--- config.mk ---
export PLATFORM = sky130hd
export DESIGN_NAME = hdes_cfg
export DESIGN_NICKNAME = d
export VERILOG_FILES = /design/src/hdes_pkg.sv /design/src/hdes_cfg.sv
export SDC_FILE = /design/constraint.sdc
export NUM_CORES = 1
export LEC_CHECK = 0
export BUFFER_PORTS_ARGS = -buffer_cell sky130_fd_sc_hd__buf_2
export CORE_MARGIN = 2
export CORE_UTILIZATION = 44
export DETAILED_ROUTE_END_ITERATION = 8
export GPL_TIMING_DRIVEN = 1
export PLACE_DENSITY = 0.8
export SLEW_MARGIN = 20
export SYNTH_ARGS = -nofsm -noshare
export SYNTH_HDL_FRONTEND = slang
export SYNTH_SLANG_ARGS = --single-unit
export TNS_END_PERCENT = 30
--- constraint.sdc ---
create_clock -name clk_i -period 1.35 [get_ports clk_i]
set_clock_uncertainty 0.2 [all_clocks]
set_input_delay 0.0675 -clock clk_i [delete_from_list [all_inputs] [get_ports clk_i]]
set_output_delay 0.0675 -clock clk_i [all_outputs]
set_load 0.02 [all_outputs]
--- src/hdes_pkg.sv ---
// shared types, constants and helper functions of the holt smoothing block
`default_nettype none

package hdes_pkg;

  localparam int ELEMENTS      = 1024;
  localparam int IDX_W         = $clog2(ELEMENTS);
  localparam int SAMPLE_BITS   = 32;
  localparam int FRACTION_BITS = 16;

  localparam int FACTOR_W    = 17;
  localparam int FACTOR_FRAC = 16;
  localparam int FACTOR_ONE  = 1 << FACTOR_FRAC;
  localparam int FACTOR_RST  = 6554;
  localparam int HALF        = 1 << (FACTOR_FRAC - 1);

  localparam int DIFF_W = SAMPLE_BITS + 2;
  localparam int PROD_W = DIFF_W + FACTOR_W + 1;
  localparam int RND_W  = PROD_W - FACTOR_FRAC;
  localparam int SAT_W  = SAMPLE_BITS + 5;

  localparam int TDATA_W = ((IDX_W + SAMPLE_BITS + 7) / 8) * 8;
  localparam int PAD_W   = TDATA_W - IDX_W - SAMPLE_BITS;

  localparam int CFG_DATA_W = 32;
  localparam int CFG_ADDR_W = 3;

  localparam logic REG_DATA_FACTOR  = 1'b0;
  localparam logic REG_TREND_FACTOR = 1'b1;

  typedef logic signed [SAMPLE_BITS-1:0] sample_t;
  typedef logic [IDX_W-1:0]              idx_t;
  typedef logic [FACTOR_W-1:0]           factor_t;
  typedef logic [1:0]                    phase_t;

  localparam phase_t PH_INIT  = 2'd0;
  localparam phase_t PH_TREND = 2'd1;
  localparam phase_t PH_RUN   = 2'd2;

  typedef enum logic [3:0] {
    ST_CLEAR,
    ST_IDLE,
    ST_READ,
    ST_PRED,
    ST_MUL_A,
    ST_LEVEL,
    ST_DIFF,
    ST_MUL_G,
    ST_TREND,
    ST_WRITE
  } state_e;

  typedef struct packed {
    logic accept;
    logic clr_init;
    logic clr_step;
    logic rd_en;
    logic pred_en;
    logic mul_a_en;
    logic level_en;
    logic diff_en;
    logic mul_g_en;
    logic trend_en;
    logic write_en;
  } cmd_t;

  typedef struct packed {
    logic   in_clear;
    logic   in_idx_ok;
    phase_t phase;
    logic   clr_last;
    logic   out_free;
  } status_t;

  function automatic sample_t sat_s(input logic signed [SAT_W-1:0] v);
    logic signed [SAT_W-1:0] hi;
    logic signed [SAT_W-1:0] lo;
    sample_t                 res;
    hi = $signed({{(SAT_W-SAMPLE_BITS+1){1'b0}}, {(SAMPLE_BITS-1){1'b1}}});
    lo = ~hi;
    if (v > hi) begin
      res = $signed({1'b0, {(SAMPLE_BITS-1){1'b1}}});
    end else if (v < lo) begin
      res = $signed({1'b1, {(SAMPLE_BITS-1){1'b0}}});
    end else begin
      res = $signed(v[SAMPLE_BITS-1:0]);
    end
    return res;
  endfunction

  function automatic factor_t clamp_factor(input logic [CFG_DATA_W-1:0] v);
    factor_t f;
    f = v[FACTOR_W-1:0];
    if (f > factor_t'(FACTOR_ONE)) begin
      f = factor_t'(FACTOR_ONE);
    end
    return f;
  endfunction

endpackage

`default_nettype wire

--- src/hdes_cfg.sv ---
// apb register file holding the two smoothing factors
`default_nettype none

module hdes_cfg
  import hdes_pkg::*;
(
  input  wire logic                  clk_i,
  input  wire logic                  rst_ni,
  input  wire logic                  psel,
  input  wire logic                  penable,
  input  wire logic                  pwrite,
  input  wire logic [CFG_ADDR_W-1:0] paddr,
  input  wire logic [CFG_DATA_W-1:0] pwdata,
  output      logic [CFG_DATA_W-1:0] prdata,
  output      logic                  pready,
  output      factor_t               alpha_o,
  output      factor_t               gamma_o
);

  factor_t alpha_q, alpha_d;
  factor_t gamma_q, gamma_d;
  logic    wr_en;

  assign pready = 1'b1;
  assign wr_en  = psel & penable & pwrite & pready;

  always_comb begin
    alpha_d = alpha_q;
    gamma_d = gamma_q;
    if (wr_en) begin
      if (paddr[CFG_ADDR_W-1] == REG_DATA_FACTOR) begin
        alpha_d = clamp_factor(pwdata);
      end else begin
        gamma_d = clamp_factor(pwdata);
      end
    end
  end

  always_ff @(posedge clk_i or negedge rst_ni) begin
    if (!rst_ni) begin
      alpha_q <= factor_t'(FACTOR_RST);
      gamma_q <= factor_t'(FACTOR_RST);
    end else begin
      alpha_q <= alpha_d;
      gamma_q <= gamma_d;
    end
  end

  always_comb begin
    if (paddr[CFG_ADDR_W-1] == REG_TREND_FACTOR) begin
      prdata = CFG_DATA_W'(gamma_q);
    end else begin
      prdata = CFG_DATA_W'(alpha_q);
    end
  end

  assign alpha_o = alpha_q;
  assign gamma_o = gamma_q;

endmodule

`default_nettype wire

After elaboration in Yosys (flattened, before gate mapping). Cells that the tools add are included.

Bits in registers: 34. Word-level logic and storage cells: 10.

Magnitude comparators: 1. Mux-type cells: 2. Bitwise logic cells: 3. Reductions and logical operators: 2.

Operators with widths (count): 17-bit two-way mux (2); 17-bit greater-than comparator, second input constant (1); 2-bit AND reduction (2); 1-bit bitwise AND (2); 1-bit inverter (1).

Logic depth before layout (Yosys ltp).
Word-level depth: 3. Depth in mapped cells: 6. Mapped depth without buffers: 3.

Worst setup path after synthesis. No wires, ideal clock.

Path kind: input to register. From: input paddr[2]. To: register alpha_q[10] (netlist: alpha_o[10]). Setup time: 122 ps. Arrival: 908 ps. Data required time: 1028 ps. Slack: 120 ps. Stages on the path: 6. Path buffers: 3. Cells stage by stage: buf_4 > nand4b_4 > buf_6 > nor2_4 > buf_4 > a21oi_1.

Word-level cells in the longest chain between the ends: 2.

RTL lines: start, declared (line hdes_cfg.sv:12) `input wire logic [CFG_ADDR_W-1:0] paddr,`; 1-bit inverter (no source line); 2-bit AND reduction (no source line); end signal, assigned (line hdes_cfg.sv:41) `alpha_q <= factor_t'(FACTOR_RST);`; end signal, assigned (line hdes_cfg.sv:44) `alpha_q <= alpha_d;`; end, declared (line hdes_cfg.sv:20) `factor_t alpha_q, alpha_d;`.

Every way passes these cells. A chain may end at the register's enable or synchronous reset.

Worst setup path after layout.
From: register alpha_q[15] (netlist: alpha_o[15]). To: output prdata[15].

Word-level cells in the longest chain between the ends: 1.

RTL lines: 17-bit two-way mux (line hdes_cfg.sv:50) `if (paddr[CFG_ADDR_W-1] == REG_TREND_FACTOR) begin`; end, declared (line hdes_cfg.sv:14) `output logic [CFG_DATA_W-1:0] prdata,`.

Every way passes these cells.

==> out/summary.txt <==
Status -> finished with violations
Failing checks -> setup timing
Worst path max stage delay -> 0.40 ns
Crit start category -> flip-flop
RSZ-0062 raised after global routing -> true
Buffers on Ports -> 73
Crit path arrival time -> 1.11 ns
Yosys top cell by area -> dfrtp_1
First-pass GRT wire length -> 7720 um
Largest net degree at the start of global routing -> 19
R2r startpoint -> alpha_o[3]
Routed len/inst -> 15.2 um
Hold Path Class -> input port to flip-flop
Antenna viol nets, final -> 0
CP Class -> flip-flop to output pin
DP HPWL -> 3290 um
Die Footprint -> 0.00484 mm^2
Critical Path Fanout Max -> 3
Routed WL -> 4950 um
Clock transition at path regs -> 0.07 ns
Setup_tns -> -0.128 ns
Vias in the first global route -> 1615
CTS Sinks -> 34
Die height -> 69.6 um
Cts bufs inserted -> 5
Library cells used by synthesis -> 18
Final Critical Period -> 1.37 ns
Die Wd -> 69.6 um
H-tree levels -> 2
Crit path from -> alpha_o[15]
Final period utilization -> 1.02
CTS tree -> built
Final WS setup -> -0.0234 ns
WP depth -> 2
Via count -> 1628
Yosys warnings -> 0
Non-Filler Instances -> 325
Worst r2r path cells -> 3
Power per Cell Area -> 1340 mW/mm^2
Fmax achieved -> 0.728 GHz
First-pass DRT Iterations -> 4
Initial antenna violation count -> 0
Post-Place Cells -> 285
Clock latency on the worst-skew pair -> 0.29 ns
Layout net count -> 314
Root buf cell -> clkbuf_8
Crit-path slowest cell -> dfrtp_1
Share of cells above drive strength 1 -> 0.549
GPL Wtd Cong -> 0.770
Final Hold Violating Endpoints -> 0
Syn_area_per_cell -> 12.1 um^2
Vias per Instance -> 5.01
Synth Cell Area -> 0.00189 mm^2
1st-iter DRT viols -> 75
Total of max-cap violations -> 0
CTS max path bufs -> 2
Synth area leaders -> dfrtp_1 26%, dfstp_2 19%, mux2i_1 17%
Post-place setup slack -> -0.128 ns
Sequential area share after synthesis -> 0.459
Buf+Inv Stages, Crit Path -> 1
Worst-path cell chain -> mux2_4, buf_6
Total Routing Usage GR -> 0.203
Peak VDD IR -> 0.783 mV
Worst setup path end -> prdata[15]
Ports -> 107
Core area -> 0.00406 mm^2
GR Overflow Total -> 0
Static Leakage -> 0.00163 uW
Setup Viol. Count Final -> 17
Starting Density -> 0.467
Site row count -> 23
Setup crit end kind -> output pin
Post-synthesis instance total -> 156
R2R setup slack -> 0.27 ns
# DRC -> 0
R2R Path End -> alpha_o[3]
# diodes -> 0
Area grow syn2layout -> 49.0%
Seq cells post-synth -> 34
CP required -> 1.08 ns
Final Max Tran Viols -> 0
Synth top area share -> 0.264
Largest delay contributor family on the critical path -> flip-flops
where the power goes:
part / internal (uW) / leakage, uW / switching (uW)
clock: 357 / 0.0000450 / 353
combinational: 767 / 0.00118 / 873
sequential: 1290 / 0.000399 / 151
timing repair:
item	4_1_cts	5_1_grt
hold endpoints to repair	59	0
hold buffers	18	0
setup endpoints to repair	17	18
setup buffers	11	3
resized for setup	23	14
routing by layer:
metal  vias up  wire length (um)  GRT usage  part of all wire
met4         0                63     0.0806             0.013
met5         -                 0          0                 0
met2        58              2590      0.364              0.52
met1       798              2040      0.238              0.41
met3         7               246     0.0363             0.050
li1        765                 -          -                 -
state kept, by name, summed over array words and instances, names as in the netlist:
signal   count
gamma_o     17
alpha_o     17
cell type report:
class / count / area [um^2]
Multi-Input combinational cell: 108 / 888
Tap cell: 50 / 62.6
Inverter: 1 / 3.75
Timing Repair Buffer: 124 / 915
Fill cell: 288 / 1240
Sequential cell: 34 / 868
Clock inverter: 2 / 10.0
Clock buffer: 6 / 72.6
logic make-up (layout without fill, tap and decap cells):
group	count (synthesis)	after routing	synth area share
muxes	49	49	0.270
AOI/OAI and AO/OA	34	34	0.0965
DFF	34	34	0.459
buffers and inverters	28	133	0.120
and+or+nand+nor	9	9	0.0509
other	2	16	0.00397
cell usage in the layout (no fill, tap or decap), types with 3 or more instances in the layout:
cell,count
buf_12,3
conb_1,16
buf_6,13
mux2i_1,32
dfrtp_1,20
dlygate4sd3_1,18
buf_2,59
nor4_1,3
buf_4,31
mux2_2,7
dfstp_2,14
a21oi_1,30
mux2_4,10
clkbuf_8,5
stage by stage:
step / hold WS, ns / util / total power (uW) / area [um^2]
2_1_floorplan: -0.428 / - / 2300 / 1950
3_3_place_gp: -0.192 / 0.574 / 2700 / 2330
3_5_place_dp: -0.182 / 0.574 / 2740 / 2330
4_1_cts: 0.0257 / 0.678 / 3700 / 2750
5_1_grt: 0.0691 / 0.695 / 3980 / 2820
6_report: 0.0269 / 0.695 / 3790 / 2820
worst min-delay path, cell delays in order:
cell and delay [ns]:
buf_2 0.10, nor4_2 0.04, nand4_2 0.07, buf_4 0.15
a21oi_1 0.07
cell usage after synthesis:
master / count
a21oi_1: 30
a21oi_2: 2
mux2i_1: 32
nand4_1: 1
nor4_1: 3
dfrtp_1: 20
buf_2: 1
nor4_2: 1
buf_6: 6
mux2_2: 17
inv_1: 1
dfstp_2: 14
buf_4: 20
nand4_2: 1
nor2_4: 2
nand4b_4: 1
conb_1: 2
a21o_1: 2
how the worst min path moves through the flow:
| stage | from | endpoint | slack [ns] | depth (start not counted) |
|---|---|---|---|---|
| global placement | rst_ni | alpha_o[16] | -0.19 | 1 |
| CTS | pwdata[2] | gamma_o[4] | 0.03 | 5 |
| finish | pwdata[2] | gamma_o[4] | 0.03 | 5 |
| detailed placement | rst_ni | alpha_o[16] | -0.18 | 1 |
| floorplan | rst_ni | alpha_o[0] | -0.43 | 0 |
| global route | pwdata[10] | gamma_o[4] | 0.07 | 5 |
No activity file was read; power rests on OpenSTA's default activity.
