[config.mk]
export PLATFORM = sky130hd
export DESIGN_NAME = hdes_ctrl
export DESIGN_NICKNAME = d
export VERILOG_FILES = /design/src/hdes_pkg.sv /design/src/hdes_ctrl.sv
export SDC_FILE = /design/constraint.sdc
export NUM_CORES = 1
export LEC_CHECK = 0
export ABC_AREA = 1
export ABC_CLOCK_PERIOD_IN_PS = 1200
export BUFFER_PORTS_ARGS = -buffer_cell sky130_fd_sc_hd__buf_2
export CORE_AREA = 2 2 39 41
export CTS_BUF_LIST = sky130_fd_sc_hd__clkbuf_16
export CTS_CLUSTER_SIZE = 14
export DETAILED_ROUTE_END_ITERATION = 7
export DIE_AREA = 0 0 41 43
export GPL_TIMING_DRIVEN = 0
export HOLD_SLACK_MARGIN = 0.1
export PLACE_DENSITY = 0.61
export SLEW_MARGIN = 20
export SYNTH_ARGS = -nofsm -noshare
export SYNTH_HDL_FRONTEND = slang
export SYNTH_SLANG_ARGS = --single-unit
[constraint.sdc]
create_clock -name clk_i -period 1.2 [get_ports clk_i]
set_input_delay 0.06 -clock clk_i [delete_from_list [all_inputs] [get_ports clk_i]]
set_output_delay 0.06 -clock clk_i [all_outputs]
set_load 0.03 [all_outputs]
[src/hdes_pkg.sv]
// shared types, constants and helper functions of the holt smoothing block
`default_nettype none

package hdes_pkg;

  localparam int ELEMENTS      = 1024;
  localparam int IDX_W         = $clog2(ELEMENTS);
  localparam int SAMPLE_BITS   = 32;
  localparam int FRACTION_BITS = 16;

  localparam int FACTOR_W    = 17;
  localparam int FACTOR_FRAC = 16;
  localparam int FACTOR_ONE  = 1 << FACTOR_FRAC;
  localparam int FACTOR_RST  = 6554;
  localparam int HALF        = 1 << (FACTOR_FRAC - 1);

  localparam int DIFF_W = SAMPLE_BITS + 2;
  localparam int PROD_W = DIFF_W + FACTOR_W + 1;
  localparam int RND_W  = PROD_W - FACTOR_FRAC;
  localparam int SAT_W  = SAMPLE_BITS + 5;

  localparam int TDATA_W = ((IDX_W + SAMPLE_BITS + 7) / 8) * 8;
  localparam int PAD_W   = TDATA_W - IDX_W - SAMPLE_BITS;

  localparam int CFG_DATA_W = 32;
  localparam int CFG_ADDR_W = 3;

  localparam logic REG_DATA_FACTOR  = 1'b0;
  localparam logic REG_TREND_FACTOR = 1'b1;

  typedef logic signed [SAMPLE_BITS-1:0] sample_t;
  typedef logic [IDX_W-1:0]              idx_t;
  typedef logic [FACTOR_W-1:0]           factor_t;
  typedef logic [1:0]                    phase_t;

  localparam phase_t PH_INIT  = 2'd0;
  localparam phase_t PH_TREND = 2'd1;
  localparam phase_t PH_RUN   = 2'd2;

  typedef enum logic [3:0] {
    ST_CLEAR,
    ST_IDLE,
    ST_READ,
    ST_PRED,
    ST_MUL_A,
    ST_LEVEL,
    ST_DIFF,
    ST_MUL_G,
    ST_TREND,
    ST_WRITE
  } state_e;

  typedef struct packed {
    logic accept;
    logic clr_init;
    logic clr_step;
    logic rd_en;
    logic pred_en;
    logic mul_a_en;
    logic level_en;
    logic diff_en;
    logic mul_g_en;
    logic trend_en;
    logic write_en;
  } cmd_t;

  typedef struct packed {
    logic   in_clear;
    logic   in_idx_ok;
    phase_t phase;
    logic   clr_last;
    logic   out_free;
  } status_t;

  function automatic sample_t sat_s(input logic signed [SAT_W-1:0] v);
    logic signed [SAT_W-1:0] hi;
    logic signed [SAT_W-1:0] lo;
    sample_t                 res;
    hi = $signed({{(SAT_W-SAMPLE_BITS+1){1'b0}}, {(SAMPLE_BITS-1){1'b1}}});
    lo = ~hi;
    if (v > hi) begin
      res = $signed({1'b0, {(SAMPLE_BITS-1){1'b1}}});
    end else if (v < lo) begin
      res = $signed({1'b1, {(SAMPLE_BITS-1){1'b0}}});
    end else begin
      res = $signed(v[SAMPLE_BITS-1:0]);
    end
    return res;
  endfunction

  function automatic factor_t clamp_factor(input logic [CFG_DATA_W-1:0] v);
    factor_t f;
    f = v[FACTOR_W-1:0];
    if (f > factor_t'(FACTOR_ONE)) begin
      f = factor_t'(FACTOR_ONE);
    end
    return f;
  endfunction

endpackage

`default_nettype wire

[src/hdes_ctrl.sv]
// controller state machine sequencing reads, arithmetic steps and writes
`default_nettype none

module hdes_ctrl
  import hdes_pkg::*;
(
  input  wire logic    clk_i,
  input  wire logic    rst_ni,
  input  wire logic    s_axis_tvalid,
  output      logic    s_axis_tready,
  input  wire status_t status_i,
  output      cmd_t    cmd_o
);

  state_e state_q, state_d;

  always_ff @(posedge clk_i or negedge rst_ni) begin
    if (!rst_ni) begin
      state_q <= ST_CLEAR;
    end else begin
      state_q <= state_d;
    end
  end

  always_comb begin
    state_d = state_q;
    case (state_q)
      ST_CLEAR: begin
        if (status_i.clr_last) begin
          state_d = ST_IDLE;
        end
      end
      ST_IDLE: begin
        if (s_axis_tvalid) begin
          if (status_i.in_clear) begin
            state_d = ST_CLEAR;
          end else if (status_i.in_idx_ok) begin
            state_d = ST_READ;
          end
        end
      end
      ST_READ:  state_d = ST_PRED;
      ST_PRED: begin
        if (status_i.phase == PH_INIT || status_i.phase == PH_TREND) begin
          state_d = ST_WRITE;
        end else begin
          state_d = ST_MUL_A;
        end
      end
      ST_MUL_A: state_d = ST_LEVEL;
      ST_LEVEL: state_d = ST_DIFF;
      ST_DIFF:  state_d = ST_MUL_G;
      ST_MUL_G: state_d = ST_TREND;
      ST_TREND: state_d = ST_WRITE;
      ST_WRITE: begin
        if (status_i.out_free) begin
          state_d = ST_IDLE;
        end
      end
      default:  state_d = ST_CLEAR;
    endcase
  end

  always_comb begin
    cmd_o         = '0;
    s_axis_tready = 1'b0;
    case (state_q)
      ST_CLEAR: cmd_o.clr_step = 1'b1;
      ST_IDLE: begin
        s_axis_tready = 1'b1;
        cmd_o.accept  = s_axis_tvalid;
        cmd_o.clr_init = s_axis_tvalid & status_i.in_clear;
      end
      ST_READ:  cmd_o.rd_en    = 1'b1;
      ST_PRED:  cmd_o.pred_en  = 1'b1;
      ST_MUL_A: cmd_o.mul_a_en = 1'b1;
      ST_LEVEL: cmd_o.level_en = 1'b1;
      ST_DIFF:  cmd_o.diff_en  = 1'b1;
      ST_MUL_G: cmd_o.mul_g_en = 1'b1;
      ST_TREND: cmd_o.trend_en = 1'b1;
      ST_WRITE: cmd_o.write_en = status_i.out_free;
      default:  cmd_o          = '0;
    endcase
  end

endmodule

`default_nettype wire

== After elaboration in Yosys (flattened, before gate mapping) ==
Cells that the tools add are included.
Storage, ports and cells
  bits of input ports: 9
  output and inout port bits: 12
  bits in registers: 4
  logic and storage cells: 38
Cells by class
  bitwise logic cells: 1
  multiplexer cells: 18
  reductions and logical operators: 4
  equal/unequal tests: 14
Operator list (count)
  4-bit case mux with 10 select lines: 1
  4-bit two-way mux: 6
  4-bit by 3-bit equality test with 1-bit output (second input constant): 4
  1-bit two-way mux: 10
  4-bit by 2-bit equality test with 1-bit output (second input constant): 2
  4-bit equality test (second input constant): 2
  2-bit != test (second input constant): 3
  4-bit by 1-bit equality test with 1-bit output (second input constant): 1
  4-bit logical NOT: 1
  4-bit AND reduction: 1
  3-bit != test (second input constant): 1
  2-bit by 1-bit equality test with 1-bit output (second input constant): 1
  2-bit logical NOT: 1
  2-bit two-way mux: 1
  1-bit bitwise AND: 1
  1-bit logical OR: 1

== Longest topological paths before layout ==
  word-level depth: 4
  gate-level depth with buffers: 8
  gate-level depth less buffers: 8

== Worst setup path after synthesis ==
OpenSTA, ideal clock, no wires.
  path type: reg2out
  start point: register state_q[1]
  end point: output cmd_o[10] (netlist name)
  path buffers: 0
  cell stages (with the launch flop): 6
  data required time: 1140 ps
  arrival: 1400 ps
  path slack: -260 ps
  cells stage by stage: dfrtp_1 inv_1 nand2_1 nor2_2 inv_1 nor2_1
RTL lines
  from (decl): line hdes_ctrl.sv:15  | state_e state_q, state_d;
  from (signal assigned): line hdes_ctrl.sv:21  | state_q <= state_d;
  to (decl): line hdes_ctrl.sv:12  | output cmd_t cmd_o

==> summary.txt <==
ANT cells -> 0
Startpoint Class -> flop
Worst slew margin -> 88.29%
Most frequent cell after synthesis -> nand2_1
Worst slew pin tran -> 0.1739 ns
Fillcell total -> 135
Slowest-stage cell, CP -> dfrtp_2
Reg2Reg Depth -> 7
Routed len/inst -> 9.455 µm
Failing checks -> negative setup slack
Syn_nets -> 77
Switching part of the total -> 47.37%
DR vias -> 491
Yosys top cell area share -> 27.40%
Total track usage -> 14.11%
Avg Cell Area, Syn -> 5.373 µm²
TritonRoute pass-1 iters -> 4
Sw power -> 1.093 mW
Worst clock skew -> 0.0009242 ns
CP max FO -> 3
Peak Freq -> 775.2 MHz
Port bufs -> 19
RSZ-0062 raised after global routing -> yes
Io pins -> 21
Peak VDD IR -> 1.336 mV
Vias in the first global route -> 444
Syn Std Cell Area -> 365.4 µm²
Pins over their slew limit -> 0
Register area share after synthesis -> 27.40%
Pwr dens -> 3108 nW/µm²
Post-synth top area cell -> dfrtp_1
Setup TNS -> -0.5117 ns
Clk_lat worst skew -> 0.22 ns
Avg Vias per Cell -> 4.384
First-pass GRT wire length -> 1649 µm
DRC Markers -> 0
Synth top area cells -> dfrtp_1, nand2_1, inv_1, nor2_1, nand3_1
Clock sinks -> 4
Htree depth -> 1
TritonCTS buffer count -> 3
Post-synth EDFFs -> 0
Worst hold path class -> in -> async
Slowest stage delay, CP -> 0.42 ns
Final setup margin -> -0.09002 ns
Synth cell count leaders -> nand2_1, inv_1, nor2_1
Clock slew at reported path FFs -> 0.03 ns
R2r startpoint -> state_q[2]
RD Place Congestion -> 0.6885
Placed cell areas -> 503.0 µm²
Die height -> 43 µm
Post-synth top flop -> dfrtp_1
Logic gate share of total power -> 63.5%
Warnings from Yosys -> 0
FP Rows -> 14
Synth async-reset ratio -> 100.0%
Biggest regs -> state_q (4)
Initial antenna violation count -> 0
Post-route clock period utilization -> 107.5%
Die ar. -> 1763 µm²
Critical Path RT -> 1.14 ns
Power share of the clock group -> 22.0%
CTS tree -> done
Critical path capture point type -> primary output
Post-DRT Antenna Nets -> 0
Register share of total power -> 14.6%
Worst Path Arrival -> 1.23 ns
Fin. Hold Viols -> 0
Largest net degree at the start of global routing -> 7
Grt total ovfl -> 0
Place WS -> 0.04621 ns
Starting density of the core -> 26.40%
Crit-path cells -> inv_2 > nor2_2 > inv_1 > nor2_2 > buf_6
DRT Wirelength -> 1059 µm
Nets -> 107
Synth Instances -> 68
Worst R2R End -> state_q[1]
Core Region -> 1384 µm²
Max clock buf depth -> 2
Number of DRC markers in iteration 0 -> 4
Lkg Pwr -> 0.4176 nW
Syn-to-layout area delta -> 103.1%
Critical path's most frequent cell -> nor2_2
Share of layout cells above drive strength 1 -> 56.25%
Tmin final -> 1.290 ns
Worst reg2reg setup slack -> 0 ns
Die Width -> 41 µm
Max reg flops -> 4
Post-layout util -> 53.62%
Largest Register -> state_q
Status -> complete, but fails checks
Distinct cells, synth -> 10
Final Instance Area -> 742.0 µm²
Final HPWL DP -> 773.1 µm
Root buf cell -> clkbuf_16
# setup viols final -> 11
Max-cap viol count -> 0
Cell-internal power -> 1.214 mW
Number of synthesized register bits -> 4
Worst Path Class, Setup -> reg -> out
[power groups by stage]
stage                     registers [mW]  logic (mW)  clock network, mW
after floorplan                    0.250       0.836                  0
after CTS                          0.305        1.30              0.520
after global routing               0.346        1.60              0.525
after global placement             0.262        1.06                  0
after detailed placement           0.262        1.07                  0
final                              0.336        1.46              0.506
[cell families (layout without fill, tap and decap cells)]
| family | count (synthesis) | in the layout | share of synthesized area [%] |
|---|---|---|---|
| buffers and inverters | 16 | 44 | 16.44 |
| AND/OR/NAND/NOR | 45 | 45 | 51.37 |
| flip-flops | 4 | 4 | 27.40 |
| AO/OA/AOI/OAI | 3 | 3 | 4.795 |
[metal layers]
| layer | GRT usage, % | routed length [µm] | up-vias |
|---|---|---|---|
| li1 | - | - | 260 |
| met1 | 14.98 | 419 | 222 |
| met2 | 23.75 | 601 | 9 |
| met3 | 1.571 | 37 | 0 |
| met4 | 10.00 | 0 | 0 |
| met5 | 0 | 0 | - |
[through the flow]
step                power (mW)  instances  hold WS, ns
floorplan                1.087         68      -0.2356
global placement         1.327        103      -0.1353
detailed placement       1.335        103      -0.1303
CTS                      2.123        110       0.1712
global route             2.474        112       0.1966
finish                   2.306        112       0.1731
[worst max path at each step]
stage | start | end | cells after the start
2_1_floorplan | state_q[1] | cmd_o[10] | 5
3_3_place_gp | state_q[3] | state_q[0] | 7
3_5_place_dp | state_q[3] | cmd_o[10] | 6
4_1_cts | state_q[3] | cmd_o[7] | 4
5_1_grt | state_q[2] | cmd_o[5] | 5
6_report | state_q[2] | cmd_o[2] | 5
[final cells by class]
type | instances | area [µm²] | share of cell area, %
Multi-Input combinational cell | 48 | 280.3 | 37.77
Timing Repair Buffer | 25 | 198.9 | 26.81
Sequential cell | 4 | 105.1 | 14.17
Clock buffer | 3 | 75.07 | 10.12
Inverter | 16 | 62.56 | 8.432
Tap cell | 16 | 20.02 | 2.698
[cell usage in the layout, fill, tap and decap left out, drive strengths merged]
cell type     n
o21a          1
o21ai         2
dfrtp         4
clkbuf        4
nand2        19
nand3         4
inv          16
buf          22
nand3b        1
nor3          2
dlygate4sd3   2
nor2         19
[worst max-delay path: cells and delay by family, from the launching register on]
kind,cells,cell delay (ns)
flops,1,0.42
buf+inv,3,0.33
simple gates,2,0.26
[timing repair]
item / CTS / global route
pin swaps: 0 / 6
cloned: 0 / 0
hold buffers: 2 / 0
resized for setup: 28 / 19
hold endpoints to repair: 5 / 0
setup endpoints to repair: 12 / 14
setup buffers: 2 / 2
(Power assumes the default switching activity.)
